--- config.mk ---
export PLATFORM = sky130hd
export DESIGN_NAME = date_validate_add_days
export DESIGN_NICKNAME = d
export VERILOG_FILES = /design/src/rtl/core/dva_pkg.sv /design/src/rtl/core/dva_datapath.sv /design/src/rtl/core/dva_ctrl.sv /design/src/rtl/core/date_validate_add_days.sv
export SDC_FILE = /design/constraint.sdc
export NUM_CORES = 1
export LEC_CHECK = 0
export BUFFER_PORTS_ARGS = -buffer_cell sky130_fd_sc_hd__buf_2
export CAP_MARGIN = 25
export CORE_UTILIZATION = 62
export CTS_BUF_LIST = sky130_fd_sc_hd__clkbuf_2 sky130_fd_sc_hd__clkbuf_4 sky130_fd_sc_hd__clkbuf_8
export CTS_CLUSTER_DIAMETER = 200
export DETAILED_ROUTE_END_ITERATION = 6
export PLACE_DENSITY_LB_ADDON = 0.2
export SLEW_MARGIN = 25
export SYNTH_ARGS = -nofsm -noshare
export SYNTH_HDL_FRONTEND = slang
export SYNTH_SLANG_ARGS = --single-unit
--- constraint.sdc ---
create_clock -name clk -period 9.35 [get_ports clk]
set_clock_uncertainty 0.1 [all_clocks]
set_input_delay 0.935 -clock clk [delete_from_list [all_inputs] [get_ports clk]]
set_output_delay 0.935 -clock clk [all_outputs]
set_load 0.02 [all_outputs]
--- src/rtl/core/dva_pkg.sv ---
// Shared constants, types and calendar helper functions for the date add block.
`timescale 1ns / 1ps

package dva_pkg;

    // Width of the day counter; only the low COUNT_BITS bits of days_to_add are used
    localparam int COUNT_BITS = 16;

    localparam logic [13:0] YEAR_MAX       = 14'd16383;
    localparam logic [13:0] BASE_YEAR_INIT = 14'd1601;
    localparam logic [4:0]  LAST_DAY_DEC   = 5'd31;
    localparam logic [3:0]  MONTH_JAN      = 4'd1;
    localparam logic [3:0]  MONTH_FEB      = 4'd2;
    localparam logic [3:0]  MONTH_APR      = 4'd4;
    localparam logic [3:0]  MONTH_JUN      = 4'd6;
    localparam logic [3:0]  MONTH_SEP      = 4'd9;
    localparam logic [3:0]  MONTH_NOV      = 4'd11;
    localparam logic [3:0]  MONTH_DEC      = 4'd12;

    // Reciprocal of 100 scaled by 2^19; exact quotient for any 14-bit year
    localparam logic [26:0] RECIP_100     = 27'd5243;
    localparam int          RECIP_SHIFT   = 19;
    // Fraction bits stay below this bound exactly when the year is a multiple of 100
    localparam logic [18:0] FRAC_LIMIT    = 19'd2048;

    typedef logic [COUNT_BITS-1:0] count_t;

    // Commands from the controller to the datapath
    typedef struct packed {
        logic load;
        logic check;
        logic step;
    } dva_cmd_t;

    // Status from the datapath to the controller
    typedef struct packed {
        logic date_ok;
        logic step_done;
    } dva_status_t;

    // Gregorian leap rule: by 400, or by 4 and not by 100
    function automatic logic is_leap(input logic [13:0] y);
        logic [26:0] prod;
        logic        by_100;
        logic [7:0]  cent;
        begin
            prod   = 27'(y) * RECIP_100;
            by_100 = (prod[RECIP_SHIFT-1:0] < FRAC_LIMIT);
            cent   = prod[26:RECIP_SHIFT];
            is_leap = (y[1:0] == 2'd0) && (!by_100 || (cent[1:0] == 2'd0));
        end
    endfunction

    // Length of month m; leap selects 29 days for February
    function automatic logic [4:0] days_in(input logic [3:0] m, input logic leap);
        logic [4:0] len;
        begin
            case (m)
                MONTH_FEB: len = leap ? 5'd29 : 5'd28;
                MONTH_APR, MONTH_JUN, MONTH_SEP, MONTH_NOV: len = 5'd30;
                default: len = 5'd31;
            endcase
            days_in = len;
        end
    endfunction

endpackage

--- src/rtl/core/dva_datapath.sv ---
// Datapath: date registers, day counter, leap flag and the month step unit.
`timescale 1ns / 1ps

module dva_datapath (
    input  logic                clk,
    input  logic                rst_n,
    input  logic                base_year_we,
    input  logic [13:0]         base_year_wdata,
    input  logic [4:0]          day,
    input  logic [3:0]          month,
    input  logic [13:0]         year,
    input  logic [15:0]         days_to_add,
    input  dva_pkg::dva_cmd_t   cmd,
    output dva_pkg::dva_status_t status,
    output logic                date_valid,
    output logic                overflow,
    output logic [4:0]          result_day,
    output logic [3:0]          result_month,
    output logic [13:0]         result_year
);

    logic [13:0]      base_year_reg;
    logic [4:0]       day_reg, day_next;
    logic [3:0]       month_reg, month_next;
    logic [13:0]      year_reg, year_next;
    dva_pkg::count_t  count_reg, count_next;
    logic             leap_reg;
    logic             valid_reg, valid_next;
    logic             ovf_reg, ovf_next;

    logic [4:0]       dim;
    logic [4:0]       room;
    logic [5:0]       room_inc;
    logic             fits;
    logic             year_end;

    // Hold the base year register
    always_ff @(posedge clk or negedge rst_n)
    begin
        if (!rst_n)
        begin
            base_year_reg <= dva_pkg::BASE_YEAR_INIT;
        end
        else if (base_year_we)
        begin
            base_year_reg <= base_year_wdata;
        end
    end

    // Month length and remaining room in the current month
    assign dim      = dva_pkg::days_in(month_reg, leap_reg);
    assign room     = dim - day_reg;
    assign room_inc = {1'b0, room} + 6'd1;
    assign fits     = (count_reg <= dva_pkg::count_t'(room));
    assign year_end = (month_reg == dva_pkg::MONTH_DEC) && (year_reg == dva_pkg::YEAR_MAX);

    // Validity of the loaded date
    assign status.date_ok = (year_reg >= base_year_reg)
                         && (month_reg inside {[dva_pkg::MONTH_JAN:dva_pkg::MONTH_DEC]})
                         && (day_reg != 5'd0)
                         && (day_reg <= dim);

    // Stepping ends when the count fits or the year range runs out
    assign status.step_done = fits || year_end;

    // Load, check, or step: add the count within the month, saturate at the top year, or advance one month
    always_comb
    begin
        day_next   = day_reg;
        month_next = month_reg;
        year_next  = year_reg;
        count_next = count_reg;
        valid_next = valid_reg;
        ovf_next   = ovf_reg;
        if (cmd.load)
        begin
            day_next   = day;
            month_next = month;
            year_next  = year;
            count_next = dva_pkg::count_t'(days_to_add);
            valid_next = 1'b0;
            ovf_next   = 1'b0;
        end
        else if (cmd.check)
        begin
            valid_next = status.date_ok;
        end
        else if (cmd.step)
        begin
            if (fits)
            begin
                day_next = day_reg + count_reg[4:0];
            end
            else if (year_end)
            begin
                // Saturate at the last day of the top year
                day_next   = dva_pkg::LAST_DAY_DEC;
                month_next = dva_pkg::MONTH_DEC;
                year_next  = dva_pkg::YEAR_MAX;
                ovf_next   = 1'b1;
            end
            else
            begin
                count_next = count_reg - dva_pkg::count_t'(room_inc);
                day_next   = 5'd1;
                if (month_reg == dva_pkg::MONTH_DEC)
                begin
                    month_next = dva_pkg::MONTH_JAN;
                    year_next  = year_reg + 14'd1;
                end
                else
                begin
                    month_next = month_reg + 4'd1;
                end
            end
        end
    end

    // Hold the payload registers
    always_ff @(posedge clk)
    begin
        day_reg   <= day_next;
        month_reg <= month_next;
        year_reg  <= year_next;
        count_reg <= count_next;
        // Leap flag is registered from year_reg, so it trails a year change; January never needs it
        leap_reg  <= dva_pkg::is_leap(year_reg);
    end

    // Hold the result flags
    always_ff @(posedge clk or negedge rst_n)
    begin
        if (!rst_n)
        begin
            valid_reg <= 1'b0;
            ovf_reg   <= 1'b0;
        end
        else
        begin
            valid_reg <= valid_next;
            ovf_reg   <= ovf_next;
        end
    end

    assign date_valid   = valid_reg;
    assign overflow     = ovf_reg;
    assign result_day   = day_reg;
    assign result_month = month_reg;
    assign result_year  = year_reg;

    // Overflow only ever comes with a saturated date
    a_ovf_saturated: assert property (@(posedge clk) disable iff (!rst_n)
        ovf_reg |-> (day_reg == dva_pkg::LAST_DAY_DEC) && (month_reg == dva_pkg::MONTH_DEC)
                    && (year_reg == dva_pkg::YEAR_MAX))
        else $error("overflow set without saturated date");

    // Overflow implies a valid start date
    a_ovf_valid: assert property (@(posedge clk) disable iff (!rst_n)
        ovf_reg |-> valid_reg)
        else $error("overflow set on invalid date");

    // Date holds when no command moves it
    a_date_hold: assert property (@(posedge clk) disable iff (!rst_n)
        (!cmd.load && !cmd.step) |=> $stable(year_reg) && $stable(month_reg))
        else $error("date changed without a command");

endmodule

--- src/rtl/core/dva_ctrl.sv ---
// Controller: state machine that sequences load, check and month steps.
`timescale 1ns / 1ps

module dva_ctrl (
    input  logic                 clk,
    input  logic                 rst_n,
    input  logic                 start,
    input  dva_pkg::dva_status_t status,
    output dva_pkg::dva_cmd_t    cmd,
    output logic                 busy,
    output logic                 done
);

    typedef enum logic [4:0] {
        ST_IDLE  = 5'b00001,
        ST_PREP  = 5'b00010,
        ST_CHECK = 5'b00100,
        ST_STEP  = 5'b01000,
        ST_DONE  = 5'b10000
    } state_t;

    state_t state_reg, state_next;

    // Advance the state
    always_comb
    begin
        state_next = state_reg;
        case (state_reg)
            ST_IDLE:  if (start) state_next = ST_PREP;
            ST_PREP:  state_next = ST_CHECK;
            ST_CHECK: state_next = status.date_ok ? ST_STEP : ST_DONE;
            ST_STEP:  if (status.step_done) state_next = ST_DONE;
            ST_DONE:  state_next = ST_IDLE;
            default:  state_next = ST_IDLE;
        endcase
    end

    always_ff @(posedge clk or negedge rst_n)
    begin
        if (!rst_n)
        begin
            state_reg <= ST_IDLE;
        end
        else
        begin
            state_reg <= state_next;
        end
    end

    // Drive datapath commands
    assign cmd.load  = (state_reg == ST_IDLE) && start;
    assign cmd.check = (state_reg == ST_CHECK);
    assign cmd.step  = (state_reg == ST_STEP);

    assign busy = (state_reg != ST_IDLE);
    assign done = (state_reg == ST_DONE);

    // Result beat lasts one cycle
    a_done_pulse: assert property (@(posedge clk) disable iff (!rst_n)
        done |=> !done)
        else $error("done held longer than one cycle");

    // Accepted start makes the block busy
    a_start_busy: assert property (@(posedge clk) disable iff (!rst_n)
        (start && !busy) |=> busy && !done)
        else $error("start not taken");

    // Stepping continues until the datapath reports completion
    a_step_hold: assert property (@(posedge clk) disable iff (!rst_n)
        (cmd.step && !status.step_done) |=> cmd.step)
        else $error("stepping stopped early");

endmodule

--- src/rtl/core/date_validate_add_days.sv ---
// An accepted start passes through the prepare and check states; an invalid date then
// goes to done, while a valid one runs month steps until the count fits or the top year runs out.
// The month step unit advances one calendar month per cycle; a final step sets the day.
// Throughput: one item at a time; start is taken again the cycle after done.
// Reset (rst_n low, asynchronous) returns to idle and sets base_year to 1601.
// Results are shown for one cycle with done; the receiver cannot stall.
`timescale 1ns / 1ps

module date_validate_add_days (
    input  logic        clk,
    input  logic        rst_n,
    input  logic        start,
    output logic        busy,
    input  logic        base_year_we,
    input  logic [13:0] base_year_wdata,
    input  logic [4:0]  day,
    input  logic [3:0]  month,
    input  logic [13:0] year,
    input  logic [15:0] days_to_add,
    output logic        done,
    output logic        date_valid,
    output logic        overflow,
    output logic [4:0]  result_day,
    output logic [3:0]  result_month,
    output logic [13:0] result_year
);

    dva_pkg::dva_cmd_t    cmd;
    dva_pkg::dva_status_t status;

    // Sequence the beat through check and month steps
    dva_ctrl u_ctrl (
        .clk    (clk),
        .rst_n  (rst_n),
        .start  (start),
        .status (status),
        .cmd    (cmd),
        .busy   (busy),
        .done   (done)
    );

    // Hold the date and do the arithmetic
    dva_datapath u_datapath (
        .clk             (clk),
        .rst_n           (rst_n),
        .base_year_we    (base_year_we),
        .base_year_wdata (base_year_wdata),
        .day             (day),
        .month           (month),
        .year            (year),
        .days_to_add     (days_to_add),
        .cmd             (cmd),
        .status          (status),
        .date_valid      (date_valid),
        .overflow        (overflow),
        .result_day      (result_day),
        .result_month    (result_month),
        .result_year     (result_year)
    );

endmodule

# --- Yosys cells after proc, flatten, opt, wreduce, memory -nomap -nowiden ---
# Index checks and enable logic that the tools add are counted.
totals:
  reg_bits: 61
  in_bits: 57
  out_inout_bits: 27
  elab_cells: 99
classes:
  add_sub_neg: 6
  multipliers: 1
  magnitude_cmp: 6
  eq_ne: 18
  n_mux: 35
  n_reduce_logical: 24
op_table:
  columns: ["cell", "count"]
  rows:
  - ["$mux 14", 6]
  - ["$mux 16", 5]
  - ["$mux 5", 8]
  - ["$mux 4", 6]
  - ["$mul 14x13->21 const B", 1]
  - ["$pmux 5 s4", 1]
  - ["$lt 19x12->1 const B", 1]
  - ["$le 16x5->1", 1]
  - ["$sub 16x6->16", 1]
  - ["$add 14x1->14 const B", 1]
  - ["$eq 14x14->1 const B", 1]
  - ["$ge 14x14->1", 1]
  - ["$eq 4x4->1 const B", 3]
  - ["$reduce_and 4->1", 3]
  - ["$pmux 5 s2", 1]
  - ["$eq 4x3->1 const B", 2]
  - ["$mux 1", 8]
  - ["$logic_and 1x1->1", 7]
  - ["$add 5x1->6 const B", 1]
  - ["$ne 2x2->1 const B", 3]
  - ["$reduce_bool 2->1", 3]
  - ["$add 5x5->5", 1]
  - ["$eq 5x1->1 const B", 1]
  - ["$eq 5x2->1 const B", 1]
  - ["19 further kinds", 23]

# --- Longest topological paths before layout ---
# Gate-level depths: netlist of run 1.
logic_depth:
  ltp_word: 11
  ltp_mapped: 17
  mapped_depth_nobuf: 17

# --- By module ---
# A second synthesis of run 1 with hierarchy kept.
unflattened:
  cells_unflattened: 757
  area_unflattened_um2: 7164.4
by_module_without_submodules:
  columns: ["mod", "instances", "cells_per_inst", "area_each_um2", "seq_area_each_um2"]
  rows:
  - ["dva_datapath", 1, 725, 6867.8, 1596.5]
  - ["dva_ctrl", 1, 32, 296.5, 126.4]

# --- Least setup slack after synthesis of run 1 ---
# Ideal clock, no wire load.
synth_path:
  path_kind: "register to register"
  start: "register u_datapath.year_reg[8] (netlist: u_datapath.result_year[8])"
  end: "register u_datapath.leap_reg"
  setup_ns: 0.125
  t_arrival_ns: 4.652
  required_time_ns: 9.125
  setup_slack_ns: 4.473
  stages_incl_launch_ff: 18
  path_buffers: 0
  period_less_slack_ns: 4.877
  cell_sequence: "edfxtp_1 ha_1 inv_1 fa_1 inv_1 fa_1 inv_1 fa_1 fa_1 inv_1 ha_1 nor2_1 nand3_1 o221ai_2 a31oi_1 nor4bb_1 nor3_1 o41a_1"
synth_via:
  elab_chain_len: 5
  word_cells_on_any_way: 6
  classes_between: "mul (1); order compare (1); reduce/logical (4)"
synth_lines:
  columns: ["element", "line", "source"]
  rows:
  - ["start, declared", "dva_datapath.sv:25", "logic [13:0] year_reg, year_next;"]
  - ["start signal, assigned", "dva_datapath.sv:124", "year_reg <= year_next;"]
  - ["$mul 14x13->21 (*)", "dva_pkg.sv:47", "prod = 27'(y) * RECIP_100;"]
  - ["$lt 19x12->1", "dva_pkg.sv:48", "by_100 = (prod[RECIP_SHIFT-1:0] < FRAC_LIMIT);"]
  - ["$logic_not 1->1", "dva_pkg.sv:50", "is_leap = (y[1:0] == 2'd0) && (!by_100 || (cent[1:0] == 2'd0));"]
  - ["$logic_or 1x1->1 (*)", "dva_pkg.sv:50", null]
  - ["$logic_and 1x1->1 (*)", "dva_pkg.sv:50", null]
  - ["end signal, assigned", "dva_datapath.sv:127", "leap_reg <= dva_pkg::is_leap(year_reg);"]
  - ["end, declared", "dva_datapath.sv:27", "logic leap_reg;"]
# Every way passes the cells marked *; elsewhere a longest branch is shown, timed or not.
# A chain may end at the register's enable or synchronous reset.

# --- Final worst setup path of run 1 ---
layout_path:
  start: "register u_datapath.year_reg[10] (netlist: u_datapath.result_year[10])"
  end: "register u_datapath.leap_reg"
# Same word-level chain as after synthesis.

==> out/summary.txt, run 1 <==
Die Y: 108 um
Crit path required time: 9.49 ns
Most numerous cell in the Yosys netlist: inv_1
# Post-CTS Setup Buffers: 0
Top cells by area, synth: ha_1 21%, fa_1 18%, edfxtp_1 17%
Top post-synthesis cells by count: 154 x inv_1, 116 x ha_1, 64 x fa_1
Antenna diode count: 0
Register area share after synthesis: 24.8%
Crit start category: register
Largest net degree at the start of global routing: 54
Port Buffers: 83
Clock Latency Late Sink: 0.36 ns
Post-Synth Adder-Cell Area: 39.3%
Core ar.: 10900 um2
Yosys reg bits: 61
Initial Util: 63.9%
Min cycle time layout: 5.24 ns
Cts bufs inserted: 9
Final Max Tran Viols: 0
GRT Overall Usage: 30.1%
Period utilisation layout: 56.0%
Die footprint: 11700 um2
Number of global-route vias before repair: 5489
Root Driver: clkbuf_8
Slew @ Worst Pin: 0.658 ns
CP max FO: 11
CTS Sinks: 61
Hold Buf Count CTS: 0
Area leader, netlist: ha_1
Distinct cells, synth: 56
Pre-Repair DR Iteration Count: 5
Routed via count: 5266
Critical Path AT: 5.38 ns
Clock transition at the registers of the reported paths: 0.08 ns
GR Overflow Total: 0
Mean Syn Cell Area: 9.59 um2
Post-synthesis compound-gate area fraction: 10.9%
WL final: 16100 um
Hold Path Class: primary input to async pin
Setup Total Neg Slack: 0 ns
FMAX: 191 MHz
H-tree depth: 3
Outcome: completed
Max FFs per register: 16
Io pins: 84
Crit end category: register
CTS Buffer Depth: 2
Mux contribution to synthesized area: 0.306%
Via density: 5.53
Final Setup Violations: 0
CTS tree: done
Prevailing post-synth register cell: edfxtp_1
Post-Synth XOR/XNOR Area: 5.11%
Main combinational cell family by area after synthesis: adder cells
Max Cap Viol: 0
Die width: 108 um
Antenna-violating nets left: 0
Async SR Flop Fraction: 34.4%
DR WL/cell: 16.9 um
First-pass GRT wire length: 26500 um
Cells after synthesis: 726
Simple-gate share of the synthesized area: 10.4%
Post-synth top area share: 20.9%
Initial DRC count: 296
Netlist Area Pre-Place: 6960 um2
Synth warn: 0
Total Nets Final: 1045
Std cell rows: 38
PostCTS Resize Cnt: 0
EDFF count, synth: 39
Initial antenna violation count: 0
Syn Nets: 963
Area Growth Syn to Fin: 11.2%
Residual DRC: 0
CP Class: register to register
Fin. Hold Viols: 0
Slew margin rel.: 55.8%
DP HPWL: 12900 um
RSZ-0062 raised after global routing: no
Gpl congestion: 0.946
Share of cells above drive strength 1: 14.0%
layer usage:
metal | part of all wire (%) | global-route usage, % | vias up
li1 | - | - | 2566
met3 | 7.0 | 6.63 | 14
met5 | 0 | 0 | -
met2 | 47 | 48.6 | 182
met1 | 45 | 41.2 | 2504
met4 | 1.2 | 7.14 | 0
placed cells by master, fill, tap and decap left out, types with 3 or more instances in the layout:
cell,n
nor2_1,35
ha_1,116
or3_1,4
a21o_1,11
o311ai_1,3
buf_2,83
buf_4,3
nand4_1,4
nand2b_1,6
xor2_1,13
nor3_1,11
fa_1,64
nand2_1,56
o21ai_1,3
inv_1,154
xnor2_1,25
clkbuf_8,9
a211oi_1,3
o31ai_1,3
edfxtp_1,39
nand3_1,11
dfrtp_1,16
and3_1,5
o21ai_0,34
clkinv_2,3
dfstp_2,5
a21oi_1,24
nor2b_1,3
a31oi_1,20
nor4_1,3
nand3b_1,4
through the flow:
step                      utilization (%)  setup WS, ns  cells  cell area, um2  hold slack [ns]
after floorplan                         -          4.47    726            6960            0.378
after global placement               69.0          4.36    936            7510            0.382
after detailed placement             69.0          4.19    936            7510            0.402
after CTS                            70.9          4.18    952            7720            0.419
after global routing                 71.1          3.88    953            7740            0.444
final                                71.1          4.11    953            7740            0.423
final timing paths:
path | startpoint | endpoint | slack [ns] | cells after the start
min in group clk | u_datapath.base_year_reg[9] | u_datapath.base_year_reg[9] | 0.42 | 2
min reg2reg | u_datapath.base_year_reg[9] | u_datapath.base_year_reg[9] | 0.42 | 2
min | rst_n | u_ctrl.state_reg[1] | 0.42 | 1
max | u_datapath.result_year[10] | u_datapath.leap_reg | 4.11 | 17
max in group asynchronous | rst_n | u_datapath.base_year_reg[6] | 8.37 | 1
max reg2reg | u_datapath.result_year[10] | u_datapath.leap_reg | 4.11 | 17
cell families after synthesis:
family                     Yosys count
adders and majority gates          180
xor gates and xnor gates            39
and+or+nand+nor                    152
muxes                                2
AOI/OAI and AO/OA                  121
buffers and inverters              171
DFF                                 61
critical path, cell delays in order (launching register included):
cell and delay, ns:
edfxtp_1 0.65, ha_1 0.42, inv_1 0.06, fa_1 0.50, inv_1 0.05, fa_1 0.50
inv_1 0.06, fa_1 0.46, fa_1 0.55, inv_1 0.04, ha_1 0.24, nor2_1 0.15
nand3_1 0.11, o221ai_2 0.23, a31oi_1 0.20, nor4bb_1 0.31, nor3_1 0.09, o41a_1 0.41
final cells by class:
class                   count  area (um2)
inverters                 155         582
clock buffers               9         124
clock inverters             7        90.1
flip-flops and latches     61        1720
fillers                   839        3150
multi-input cells         494        4590
well taps                 140         175
repair buffers             87         453
Power of run 1 is left out: the tool's default activity adds up to more than one toggle a clock period on the data nets, which glitch-free logic cannot reach.
==> run 2, diff against run 1 <==
--- a/config.mk
+++ b/config.mk
@@ -5,6 +5,7 @@
 export SDC_FILE = /design/constraint.sdc
 export NUM_CORES = 1
 export LEC_CHECK = 0
+export ABC_AREA = 1
 export BUFFER_PORTS_ARGS = -buffer_cell sky130_fd_sc_hd__buf_2
 export CAP_MARGIN = 25
 export CORE_UTILIZATION = 62
==> constraint.sdc (replaced) <==
create_clock -name clk -period 4.9 [get_ports clk]
set_clock_uncertainty 0.1 [all_clocks]
set_input_delay 0.49 -clock clk [delete_from_list [all_inputs] [get_ports clk]]
set_output_delay 0.49 -clock clk [all_outputs]
set_load 0.02 [all_outputs]
==> out/summary.txt, run 2 <==
Outcome: completed
CTS Buffer Depth: 2
Number of global-route vias before repair: 6021
Total Nets Final: 1268
Hold Slack: 0.225 ns
Port Buffers: 83
Met2 Routed Length: 8440 um
R2r worst-path depth: 19
Max FFs per register: 16
GR Overflow Total: 0
Initial DRC count: 450
DP HPWL: 14000 um
Max Cap Viol: 0
Die width: 112 um
Residual DRC: 0
Die footprint: 12600 um2
Post-synth top area share: 19.2%
Syn Nets: 1154
Cells after synthesis: 917
Period utilisation layout: 95.7%
Initial antenna violation count: 0
Clock Latency Late Sink: 0.37 ns
Register area share after synthesis: 22.8%
Most frequent cells in the layout: 213 x inv_1, 181 x nand2_1, 109 x ha_1
Die Y: 112 um
Area Growth Syn to Fin: 14.2%
DR WL/cell: 15.0 um
Yosys reg bits: 61
Area leader, netlist: ha_1
GRT Overall Usage: 28.8%
Met1 WL: 7790 um
CP max FO: 6
FMAX: 213 MHz
Slew @ Worst Pin: 0.720 ns
WL final: 17700 um
Root Driver: clkbuf_8
Async SR Flop Fraction: 34.4%
Antenna diode count: 0
Crit end category: register
Crit start category: register
Fin. Hold Viols: 0
Io pins: 84
Cts bufs inserted: 9
Most numerous cell in the Yosys netlist: inv_1
Pre-Repair DR Iteration Count: 6
EDFF count, synth: 39
Worst slack at placement: 0.233 ns
Top post-synthesis cells by count: 213 x inv_1, 184 x nand2_1, 116 x ha_1
Slew margin rel.: 51.9%
CP Class: register to register
Final Setup Violations: 0
H-tree depth: 3
Hold path cells: 3
Dpl cell area: 8210 um2
Netlist Area Pre-Place: 7560 um2
Final Max Tran Viols: 0
Mean Syn Cell Area: 8.24 um2
Via density: 5.36
Hold Path Class: primary input to register
CTS Sinks: 61
Top cells by area, synth: ha_1 19%, fa_1 17%, edfxtp_1 15%
Min cycle time layout: 4.69 ns
Core ar.: 11700 um2
Gpl congestion: 0.891
Routed via count: 6325
Most common cell after layout, fill and taps aside: inv_1
DR top layer: met4
CTS tree: done
Distinct cells, synth: 44
Antenna-violating nets left: 0
Share of cells above drive strength 1: 15.8%
R2r startpoint: u_datapath.result_year[10]
Critical Path AT: 4.85 ns
Synth warn: 0
Std cell rows: 39
HP Start: base_year_wdata[3]
Post-route cell area: 8630 um2
Worst setup path startpoint: u_datapath.result_year[10]
First-pass GRT wire length: 28300 um
Initial Util: 64.8%
Clock transition at the registers of the reported paths: 0.07 ns
Setup Total Neg Slack: 0 ns
Crit path required time: 5.06 ns
WL met3: 1040 um
Prevailing post-synth register cell: edfxtp_1
Final worst slack: 0.212 ns
Largest net degree at the start of global routing: 39
[run 2: changes by cell type after synthesis, moves of 5 or more]
cell	delta
nand2_1	+128
inv_1	+59
a31oi_1	-18
a21oi_1	+14
xor2_1	+9
xnor2_1	-15
nand3_1	+20
o22a_1	+5
nor2_1	+25
a21o_1	-8
clkbuf_1	-10
nand2b_1	-6
[run 2: timing repair]
action | in CTS | in global routing
setup buffers | 0 | 11
endpoints found under the hold margin | 16 | 0
gates resized for setup | 0 | 19
setup endpoints to repair | 0 | 1
hold buffers | 1 | 0
[run 2: metrics by stage]
step                      std cells  util (%)
final                          1179      74.0
after global routing           1179      74.0
after CTS                      1168      72.4
after detailed placement       1151      70.4
after global placement         1151      70.4
after floorplan                 917         -
[run 2: logic make-up after synthesis]
group | Yosys count | synth area share [%]
AO/OA/AOI/OAI | 98 | 7.27
multiplexers | 1 | 0.149
XOR/XNOR | 32 | 3.71
buffers and inverters | 226 | 11.7
adder cells (fa/ha/maj) | 180 | 36.2
AND/OR/NAND/NOR | 319 | 18.2
flip-flops | 61 | 22.8
[run 2: path summary, 6_finish.rpt]
path,endpoint,slack (ns)
worst max-delay path,u_datapath.leap_reg,0.21
worst min-delay path,u_datapath.base_year_reg[3],0.23
worst max register to register,u_datapath.leap_reg,0.21
worst min register to register,u_datapath.base_year_reg[9],0.40
max in group asynchronous,u_datapath.base_year_reg[9],3.81
min in group asynchronous,u_datapath.date_valid,0.51
[run 2: layout make-up]
cell class / count / area (um2)
inverters: 216 / 811
flip-flops and latches: 61 / 1720
clock inverters: 5 / 81.3
fillers: 861 / 3030
multi-input cells: 630 / 5050
clock buffers: 11 / 145
well taps: 143 / 179
repair buffers: 113 / 647
[run 2: routing by layer]
metal	global-route usage, %	vias to the layer above
met3	5.94	37
met5	0	-
met4	9.33	0
met1	37.5	2943
li1	-	3114
met2	48.4	231
[run 2: critical path, stage by stage (launching register included)]
cell and delay [ns]:
edfxtp_1 0.55, buf_6 0.19, fa_1 0.44, ha_1 0.34
fa_1 0.47, fa_1 0.56, inv_1 0.06, fa_1 0.52
inv_1 0.06, ha_4 0.29, nand2_2 0.08, nor2_2 0.17
and2_1 0.14, nand2_1 0.10, nand3_1 0.11, nand2_1 0.06
nor2_1 0.11, nand3_1 0.09, nor2_1 0.09, a21oi_1 0.06
Power of run 2 is left out for the same reason.
